File: src/design/ibal_ram.sv
// ----------------------------------------------------------------------------
// ibal_ram
// Simple dual-port synchronous RAM, one write and one registered read port.
// ----------------------------------------------------------------------------
`default_nettype none

module ibal_ram #(
    parameter int W = 8,
    parameter int A = 4
) (
    input  wire logic         i_clk,
    input  wire logic         i_we,
    input  wire logic [A-1:0] i_waddr,
    input  wire logic [W-1:0] i_wdata,
    input  wire logic [A-1:0] i_raddr,
    output logic      [W-1:0] o_rdata
);

    logic [W-1:0] r_mem [2**A];

    always_ff @(posedge i_clk) begin
        if (i_we) begin
            r_mem[i_waddr] <= i_wdata;
        end
        o_rdata <= r_mem[i_raddr];
    end

endmodule

`default_nettype wire

File: config.mk
export PLATFORM = sky130hd
export DESIGN_NAME = ibal_ram
export DESIGN_NICKNAME = d
export VERILOG_FILES = /design/src/design/ibal_ram.sv
export SDC_FILE = /design/constraint.sdc
export NUM_CORES = 1
export LEC_CHECK = 0
export BUFFER_PORTS_ARGS = -buffer_cell sky130_fd_sc_hd__buf_4
export CAP_MARGIN = 20
export CORE_AREA = 3 3 113 115
export CTS_BUF_LIST = sky130_fd_sc_hd__clkbuf_4 sky130_fd_sc_hd__clkbuf_8 sky130_fd_sc_hd__clkbuf_16
export DETAILED_ROUTE_END_ITERATION = 10
export DIE_AREA = 0 0 116 118
export PLACE_DENSITY = 0.6
export SYNTH_ARGS = -nofsm -noshare
export SYNTH_HDL_FRONTEND = slang
export SYNTH_SLANG_ARGS = --single-unit
File: constraint.sdc
create_clock -name i_clk -period 1.8 [get_ports i_clk]
set_input_delay 0 -clock i_clk [delete_from_list [all_inputs] [get_ports i_clk]]
set_output_delay 0 -clock i_clk [all_outputs]
set_load 0.005 [all_outputs]
Word-level counts from Yosys, hierarchy flattened
Memory sizes are Yosys's and may differ from the RTL's. A register that Yosys moved wholly into a read port is not among the register bits.
Index checks and enable logic that the tools add are counted.
{"block": "classes", "n_eq_ne": 0, "mux": 2, "shifts": 0, "n_bitwise": 0, "n_lt_le_gt_ge": 0, "n_reduce_logical": 0, "n_addsub": 0, "mul": 0, "div_mod_pow": 0}
{"operator": "$mux W1", "count": 2}
{"block": "word_totals", "latchBits": 0, "output_inout_bits": 8, "mem_count": 1, "register_bits": 0, "romBits": 0, "ramBits": 128}
{"name": "r_mem", "depth": 16, "width": 8, "rd": 1, "rd_clocked_by_memory_dff": 1, "wr": 1, "line_no": "19", "rtl": "logic [W-1:0] r_mem [2**A];"}

Depth between registers and ports, before layout
Gate-level depths: netlist of the first run.
{"block": "logic_depth", "ltp_word": 2, "mapped_depth": 5}

Worst setup path after synthesis of the first run
Ideal clock, no wire load.
{"block": "synth_path", "path_kind": "input to register", "start": "input i_waddr[2]", "end": "memory r_mem[0][0], enable pin", "path_buffers": 0, "t_arrival_ns": 1.110, "required_ns": 1.417, "cell_stages": 2, "path_slack_ns": 0.307, "setup_ns": 0.383, "cell_sequence": "or3b_2 > nor3_1"}
{"item": "from (decl)", "line_no": "13", "rtl": "input wire logic [A-1:0] i_waddr,"}
{"item": "to (decl)", "line_no": "19"}
Straight into the memory's write port.

==> results of run 1 <==
[how the worst max path moves through the flow]
stage / cells past startpoint / endpoint / slack [ps]
2_1_floorplan: 2 / r_mem[0][0] / 310
3_5_place_dp: 5 / o_rdata[0] / 320
4_1_cts: 3 / o_rdata[0] / 380
5_1_grt: 3 / o_rdata[0] / 330
3_3_place_gp: 5 / o_rdata[0] / 280
6_report: 3 / o_rdata[0] / 350
[final cells by class]
class / count / share of cell area
flip-flops and latches: 136 / 0.634
multi-input cells: 83 / 0.168
clock buffers: 20 / 0.0720
repair buffers: 54 / 0.0694
well taps: 147 / 0.0291
clock inverters: 12 / 0.0276
[cell families after synthesis]
group           Yosys count
compound gates           16
buf+inv                  10
mux                      32
flops                   136
simple gates             35
[layer usage]
metal	part of all wire	vias up	wire length (microns)	global-route usage
met1	0.45	1271	4510	0.231
li1	-	1099	-	-
met3	0.047	6	474	0.0452
met2	0.49	69	4930	0.233
met5	0	-	0	0
met4	0.0074	0	74	0.0515
[power groups by stage]
stage | combinational [mW] | clock, mW | sequential (mW)
2_1_floorplan | 0.180 | 0 | 3.62
3_3_place_gp | 0.348 | 0 | 3.63
3_5_place_dp | 0.351 | 0 | 3.63
4_1_cts | 0.367 | 3.66 | 3.56
5_1_grt | 0.394 | 3.80 | 3.57
6_report | 0.359 | 3.59 | 3.56
[cells in the mapped netlist, drive strengths merged]
library cell and n:
edfxtp 128, mux4 32, a22oi 16, nor2 13
nand2 9, dfxtp 8, buf 7, nor3 4
clkdlybuf4s25 3, nand2b 2, nand3b 2, and2 1
and2b 1, nand3 1, nor2b 1, or3b 1
[flip-flops by register name, summed over array words and instances, names as in the netlist]
name / cells
r_mem: 128
o_rdata: 8
[worst max-delay path, cell delays in order, from the launching register on]
cell and delay (ps):
edfxtp_1 370, mux4_1 550, a22oi_1 320, nand2_1 90
[metrics by stage]
stage | hold WS [ps] | power (mW) | util
final | 134 | 7.51 | 0.530
after global routing | 141 | 7.76 | 0.530
after detailed placement | 318 | 3.98 | 0.470
after CTS | 115 | 7.59 | 0.530
after global placement | 308 | 3.97 | 0.470
after floorplan | 98.9 | 3.80 | -
[what timing repair did]
item                                   CTS  global route
setup buffers                            0             0
hold buffers                             8             0
endpoints found under the hold margin  128             0
==> impl_metrics.env, run 1 <==
export IMPL_status="complete, no violations"
export IMPL_final_cells=452
export IMPL_fillerInstances=924
export IMPL_synthTopCellsByArea="edfxtp_1, mux4_2, mux4_1"
export IMPL_synthMuxAreaShare=0.150
export IMPL_min_delay_start="i_waddr[1]"
export IMPL_drtIter0Drc=157
export IMPL_synth_avg_cell_area_sq_um=22.5
export IMPL_die_y_microns=118
export IMPL_holdPathStages=3
export IMPL_syn_inst=229
export IMPL_overflow=0
export IMPL_p_int_mw=6.10
export IMPL_drc=0
export IMPL_cts_inserted_buffers=17
export IMPL_antenna_found_initial=0
export IMPL_p_clk_frac=0.478
export IMPL_first_global_vias=2553
export IMPL_startpoint="r_mem[5][0]"
export IMPL_ys_seq_area_frac=0.778
export IMPL_nets=310
export IMPL_initial_utilization=0.432
export IMPL_setup_slack_ps=347
export IMPL_min_to="r_mem[4][5]"
export IMPL_slew_headroom=0.689
export IMPL_power_leakage_nw=2.18
export IMPL_r2r_end="o_rdata[0]"
export IMPL_viasPerCell=5.41
export IMPL_pin_count=26
export IMPL_place_ws_ps=321
export IMPL_mostFrequentLayoutCells="edfxtp_1, buf_4, mux4_2"
export IMPL_synth_top_area_share=0.747
export IMPL_areaGrowthSynthToFinish_pct=22.6
export IMPL_clock_path_buffers=2
export IMPL_multi_input_area_sq_um=1060
export IMPL_setup_viol=0
export IMPL_groute_usage_overall=0.159
export IMPL_synth_area_sq_um=5150
export IMPL_end_kind="register"
export IMPL_portBuffers=25
export IMPL_swShare=0.189
export IMPL_rrSetupSlack_ps=350
export IMPL_min_path_type="in -> reg"
export IMPL_fin_crit_sh=0.807
export IMPL_hold_viol=0
export IMPL_wl_per_cell_microns=22.1
export IMPL_yosys_area_top_type="edfxtp_1"
export IMPL_p_per_area_nw_per_um2=1190
export IMPL_grt_first_pass_wirelength_microns=15500
export IMPL_rsz0062_at_grt="false"
export IMPL_crit_type="reg -> reg"
export IMPL_core_area_sq_um=11900
export IMPL_finalMaxSlewViolations=0
export IMPL_ir_drop_mv=0.569
export IMPL_synth_top_family_by_area="multiplexers"
export IMPL_cts_tree="yes"
export IMPL_clockRootBuffer="clkbuf_16"
export IMPL_cp_max_fo=1
export IMPL_yosys_area_share_xor_xnor=0
export IMPL_synth_distinct_cells=19
export IMPL_drtAntennaViolNets=0
export IMPL_skew_ps=7.17
export IMPL_worst_pin_slew_ps=467
export IMPL_via_count=2445
export IMPL_yosys_warnings=0
export IMPL_place_gp_congestion=0.770
export IMPL_p_sw_mw=1.42
export IMPL_startpoint_type="register"
export IMPL_clk_pin_slew_worst_paths_ps=60
export IMPL_seq_power_share=0.474
export IMPL_fp_row_count=40
export IMPL_synth_adder_area_share=0
export IMPL_final_common_cell="edfxtp_1"
export IMPL_clk_latency_ps=400
export IMPL_synth_compound_area_frac=0.0233
export IMPL_cts_htree_levels=4
export IMPL_maxCapViolCount=0
export IMPL_max_freq_mhz=688
export IMPL_first_pass_iters=4
export IMPL_worstPathArrival_ps=1730
export IMPL_fp_dieW_microns=116
export IMPL_crit_required_ps=2080
export IMPL_dpl_cell_count=412
export IMPL_dpl_cell_area_sq_um=5600
export IMPL_comb_power_share=0.048
export IMPL_ys_ff_latch=136
export IMPL_drive_gt1_frac=0.318
export IMPL_reg2reg_depth=3
export IMPL_r2r_start="r_mem[5][0]"
export IMPL_die_area_sq_um=13700
export IMPL_cts_resized=0
export IMPL_synth_simple_area_share=0.0318
export IMPL_post_route_min_period_ps=1450
export IMPL_seq_area_sq_um=4000
export IMPL_diodes=0
export IMPL_fin_area_sq_um=6310
export IMPL_synth_fp_nets=247
export IMPL_grt_max_degree=33
export IMPL_routed_wl_microns=9990
export IMPL_hpwl_microns=6260
export IMPL_clock_sinks=136
export IMPL_finalSetupTns_ps=0
No activity file was read; power rests on OpenSTA's default activity.
==> run 2: changes to the inputs <==
Clock period 1.8 ns to 1.35 ns, I/O delays scaled along.
==> run 2 against run 1 <==
Wire length up 3.7%. Die area unchanged. Count of clock-buffer cells in the layout is 3 lower. Register-to-register slack worse by 340 ps. Combinational power rose by 50%. Clock power grew 26%. Highest routed layer unchanged. Sequential power grew 33%. Critical endpoint unchanged. Power is 31% higher.
==> impl_metrics.env, run 2 (synthesized netlist as in run 1, its figures left out) <==
export IMPL_core_area_sq_um=11900
export IMPL_drc=0
export IMPL_reg_largest_list="r_mem (128), o_rdata (8)"
export IMPL_initial_utilization=0.432
export IMPL_cts_htree_levels=4
export IMPL_status="complete, no violations"
export IMPL_groute_usage_overall=0.163
export IMPL_die_area_sq_um=13700
export IMPL_grt_first_pass_wirelength_microns=15700
export IMPL_post_route_min_period_ps=1340
export IMPL_p_per_area_nw_per_um2=1530
export IMPL_rrSetupSlack_ps=10
export IMPL_finalMaxSlewViolations=0
export IMPL_min_delay_start="i_waddr[0]"
export IMPL_maxCapViolCount=0
export IMPL_via_count=2506
export IMPL_rsz0062_at_grt="true"
export IMPL_startpoint="r_mem[2][0]"
export IMPL_worst_pin_slew_ps=1040
export IMPL_routed_wl_microns=10400
export IMPL_worstPathArrival_ps=1630
export IMPL_drive_gt1_frac=0.365
export IMPL_clock_path_buffers=2
export IMPL_portBuffers=25
export IMPL_overflow=0
export IMPL_setup_viol=0
export IMPL_hold_viol=0
export IMPL_clk_latency_ps=410
export IMPL_postCtsSetupBuffers=0
export IMPL_hpwl_microns=6630
export IMPL_r2r_start="r_mem[2][0]"
export IMPL_fin_crit_sh=0.991
export IMPL_areaGrowthSynthToFinish_pct=24.3
export IMPL_crit_required_ps=1640
export IMPL_clk_pin_slew_worst_paths_ps=60
export IMPL_first_global_vias=2570
export IMPL_ir_drop_mv=1.12
export IMPL_fin_area_sq_um=6400
export IMPL_final_common_cell="edfxtp_1"
export IMPL_first_pass_iters=6
export IMPL_wl_per_cell_microns=22.6
export IMPL_cts_tree="yes"
export IMPL_power_leakage_nw=2.17
export IMPL_cp_max_fo=1
export IMPL_pin_count=26
export IMPL_skew_ps=7.98
export IMPL_max_freq_mhz=747
export IMPL_place_gp_congestion=0.731
export IMPL_viasPerCell=5.46
export IMPL_die_y_microns=118
export IMPL_clockRootBuffer="clkbuf_16"
export IMPL_drtAntennaViolNets=0
export IMPL_nets=317
export IMPL_fp_row_count=40
export IMPL_fp_dieW_microns=116
export IMPL_fillerInstances=934
export IMPL_min_path_type="in -> reg"
export IMPL_clock_sinks=136
export IMPL_worst_hold_slack_ps=131
export IMPL_cts_inserted_buffers=17
export IMPL_largest_reg_flops=128
export IMPL_slew_headroom=0.305
export IMPL_grt_max_degree=25
export IMPL_final_util=0.537
export IMPL_antenna_found_initial=0
export IMPL_startpoint_type="register"
export IMPL_drtIter0Drc=224
export IMPL_dpl_cell_area_sq_um=5710
export IMPL_mostFrequentLayoutCells="edfxtp_1, buf_4, mux4_2"
export IMPL_top_register="r_mem"
export IMPL_finalSetupTns_ps=0
export IMPL_crit_type="reg -> reg"
export IMPL_diodes=0
export IMPL_end_kind="register"
==> run 2: path summary, 6_finish.rpt <==
path / endpoint / cells after the start
worst max-delay path: o_rdata[0] / 3
worst min-delay path: r_mem[0][6] / 3
worst max register to register: o_rdata[0] / 3
worst min register to register: o_rdata[1] / 3
==> run 2: per-stage QoR <==
step / power [mW] / setup WS [ps] / std cells
after floorplan: 5.07 / 83.9 / 229
after global placement: 5.33 / -126 / 419
after detailed placement: 5.34 / -101 / 419
after CTS: 9.88 / -6.71 / 459
after global routing: 10.1 / -33.4 / 459
final: 9.82 / 11.7 / 459
==> run 2: where the power goes <==
| part | leakage, nW | switching [mW] | internal (mW) | total (mW) |
|---|---|---|---|---|
| Sequential | 1.22 | 0.0259 | 4.72 | 4.75 |
| Combinational | 0.676 | 0.272 | 0.268 | 0.540 |
| Clock | 0.268 | 1.67 | 2.86 | 4.53 |
| Total | 2.17 | 1.96 | 7.85 | 9.82 |
==> run 2: per-layer routing <==
layer  track usage  up-vias  part of all wire
met5             0        -                 0
met4        0.0544        0             0.014
met3        0.0391       11             0.028
met2         0.238       52              0.49
met1         0.241     1333              0.47
li1              -     1110                 -
==> run 2: critical path, stage by stage, from the launching register on <==
cell and delay [ps]:
edfxtp_1 370, mux4_2 490, a22oi_2 280, nand2_1 70
==> run 2: layout make-up <==
class	instances	area, sq um	area share
Multi-Input combinational cell	83	1080	0.169
Clock buffer	17	425	0.0665
Sequential cell	136	4000	0.626
Timing Repair Buffer	61	541	0.0845
Clock inverter	15	160	0.0250
Tap cell	147	184	0.0288
==> run 2: repair_timing <==
item / in CTS / in global routing
pin swaps: 2 / 6
hold buffers: 8 / 0
gates resized for setup: 4 / 10
cloned: 0 / 0
endpoints found under the hold margin: 128 / 0
setup endpoints to repair: 5 / 7
==> run 3: changes to the inputs <==
Settings changed: REMOVE_ABC_BUFFERS set to 1.
==> run 3 against run 2 <==
Wire length fell by 4.0%. Worst hold slack worse by 12 ps. Sequential cell count unchanged. First-iteration DRC count up 4.5%. Clock skew about the same. Count of clock-buffer cells in the layout increased by 7. Critical path type unchanged. Highest routed layer unchanged.
==> impl_metrics.env, run 3 (synthesized netlist as in run 1, its figures left out) <==
export IMPL_r2r_end="o_rdata[1]"
export IMPL_worst_hold_slack_ps=118
export IMPL_drtIter0Drc=234
export IMPL_critPathCapture="o_rdata[1]"
export IMPL_p_total_mw=9.82
export IMPL_first_pass_iters=4
export IMPL_place_gp_congestion=0.727
export IMPL_postCtsSetupBuffers=0
export IMPL_pin_count=26
export IMPL_die_y_microns=118
export IMPL_post_route_min_period_ps=1310
export IMPL_setup_viol=0
export IMPL_worst_pin_slew_ps=820
export IMPL_status="complete, no violations"
export IMPL_clk_latency_ps=410
export IMPL_final_common_cell="edfxtp_1"
export IMPL_crit_required_ps=1640
export IMPL_grt_max_degree=21
export IMPL_die_area_sq_um=13700
export IMPL_core_area_sq_um=11900
export IMPL_wl_per_cell_microns=21.7
export IMPL_top_register="r_mem"
export IMPL_slew_headroom=0.452
export IMPL_rrSetupSlack_ps=40
export IMPL_reg_largest_list="r_mem (128), o_rdata (8)"
export IMPL_power_leakage_nw=2.20
export IMPL_cts_htree_levels=4
export IMPL_fp_dieW_microns=116
export IMPL_rsz0062_at_grt="false"
export IMPL_multi_input_area_sq_um=1070
export IMPL_end_kind="register"
export IMPL_diodes=0
export IMPL_holdPathStages=3
export IMPL_seq_area_sq_um=4000
export IMPL_cts_inserted_buffers=17
export IMPL_top_layer_used="met4"
export IMPL_dr_wl_met3_microns=671
export IMPL_ir_drop_mv=0.724
export IMPL_clockRootBuffer="clkbuf_16"
export IMPL_worstPathArrival_ps=1590
export IMPL_dr_wl_met2_microns=4820
export IMPL_crit_type="reg -> reg"
export IMPL_skew_ps=8.14
export IMPL_p_per_area_nw_per_um2=1540
export IMPL_hpwl_microns=6360
export IMPL_overflow=0
export IMPL_dpl_cell_area_sq_um=5690
export IMPL_initial_utilization=0.432
export IMPL_startpoint_type="register"
export IMPL_nets=316
export IMPL_min_path_type="in -> reg"
export IMPL_mostFrequentLayoutCells="edfxtp_1, buf_4, mux4_2"
export IMPL_clock_sinks=136
export IMPL_fin_area_sq_um=6380
export IMPL_maxCapViolCount=0
export IMPL_reg2reg_depth=3
export IMPL_cp_max_fo=1
export IMPL_antenna_found_initial=0
export IMPL_first_global_vias=2580
export IMPL_clk_pin_slew_worst_paths_ps=50
export IMPL_cts_tree="yes"
export IMPL_viasPerCell=5.41
export IMPL_fillerInstances=943
export IMPL_startpoint="r_mem[9][1]"
export IMPL_drive_gt1_frac=0.341
export IMPL_portBuffers=25
export IMPL_wl_met1_microns=4330
export IMPL_clock_path_buffers=2
export IMPL_drtAntennaViolNets=0
export IMPL_areaGrowthSynthToFinish_pct=23.9
export IMPL_fp_row_count=40
export IMPL_via_count=2477
export IMPL_r2r_start="r_mem[9][1]"
export IMPL_fin_crit_sh=0.969
export IMPL_routed_wl_microns=9950
export IMPL_max_freq_mhz=764
export IMPL_hold_viol=0
export IMPL_grt_first_pass_wirelength_microns=15200
export IMPL_setup_slack_ps=41.9
export IMPL_place_ws_ps=-55.2
export IMPL_largest_reg_flops=128
export IMPL_groute_usage_overall=0.158
export IMPL_finalMaxSlewViolations=0
export IMPL_drc=0
==> run 3: cell types whose count changed in the layout (fill, tap and decap cells not counted), moves of 3 or more <==
cell,previous run,this run
clkinv_1,5,0
mux4_1,9,14
mux4_2,23,18
a22oi_1,9,13
a22oi_2,7,3
clkbuf_8,0,4
clkbuf_4,0,3
clkinv_2,1,4
clkinvlp_4,5,2
==> run 3: power by group <==
part / switching (mW) / internal [mW] / total, mW
sequential: 0.0308 / 4.72 / 4.75
clock: 1.60 / 2.96 / 4.56
combinational: 0.250 / 0.259 / 0.509
total: 1.88 / 7.94 / 9.82
==> run 3: timing repair <==
item,in CTS,in global routing
hold buffers,8,0
setup endpoints to repair,0,3
gates resized for setup,0,3
hold endpoints to repair,128,0
==> run 3: how the worst min path moves through the flow <==
| stage | from | to | slack [ps] |
|---|---|---|---|
| 2_1_floorplan | i_wdata[0] | r_mem[0][0] | 100 |
| 3_3_place_gp | i_wdata[1] | r_mem[14][1] | 310 |
| 3_5_place_dp | i_wdata[1] | r_mem[13][1] | 320 |
| 4_1_cts | i_waddr[0] | r_mem[8][2] | 100 |
| 5_1_grt | i_waddr[0] | r_mem[4][2] | 120 |
| 6_report | i_waddr[0] | r_mem[4][2] | 120 |
==> run 3: worst max-delay path, cell delays in order (launching register included) <==
cell and delay [ps]:
edfxtp_1 370, mux4_1 510, a22oi_1 250, nand2_1 70
==> run 3: metrics by stage <==
stage          TNS, ps  utilization  cells
2_1_floorplan    -1140            -    219
3_3_place_gp      -264        0.477    418
3_5_place_dp      -224        0.477    418
4_1_cts              0        0.534    458
5_1_grt              0        0.536    458
6_report             0        0.536    458
==> run 3: routing by layer <==
| metal | vias to the layer above | global-route usage |
|---|---|---|
| met5 | - | 0 |
| met4 | 0 | 0.0500 |
| met3 | 12 | 0.0494 |
| met2 | 84 | 0.237 |
| met1 | 1270 | 0.223 |
| li1 | 1111 | - |
==> run 3: cell type report <==
type,count,share of cell area
multi-input cells,83,0.168
flip-flops and latches,136,0.628
well taps,147,0.0288
clock buffers,24,0.0789
repair buffers,60,0.0816
clock inverters,8,0.0149
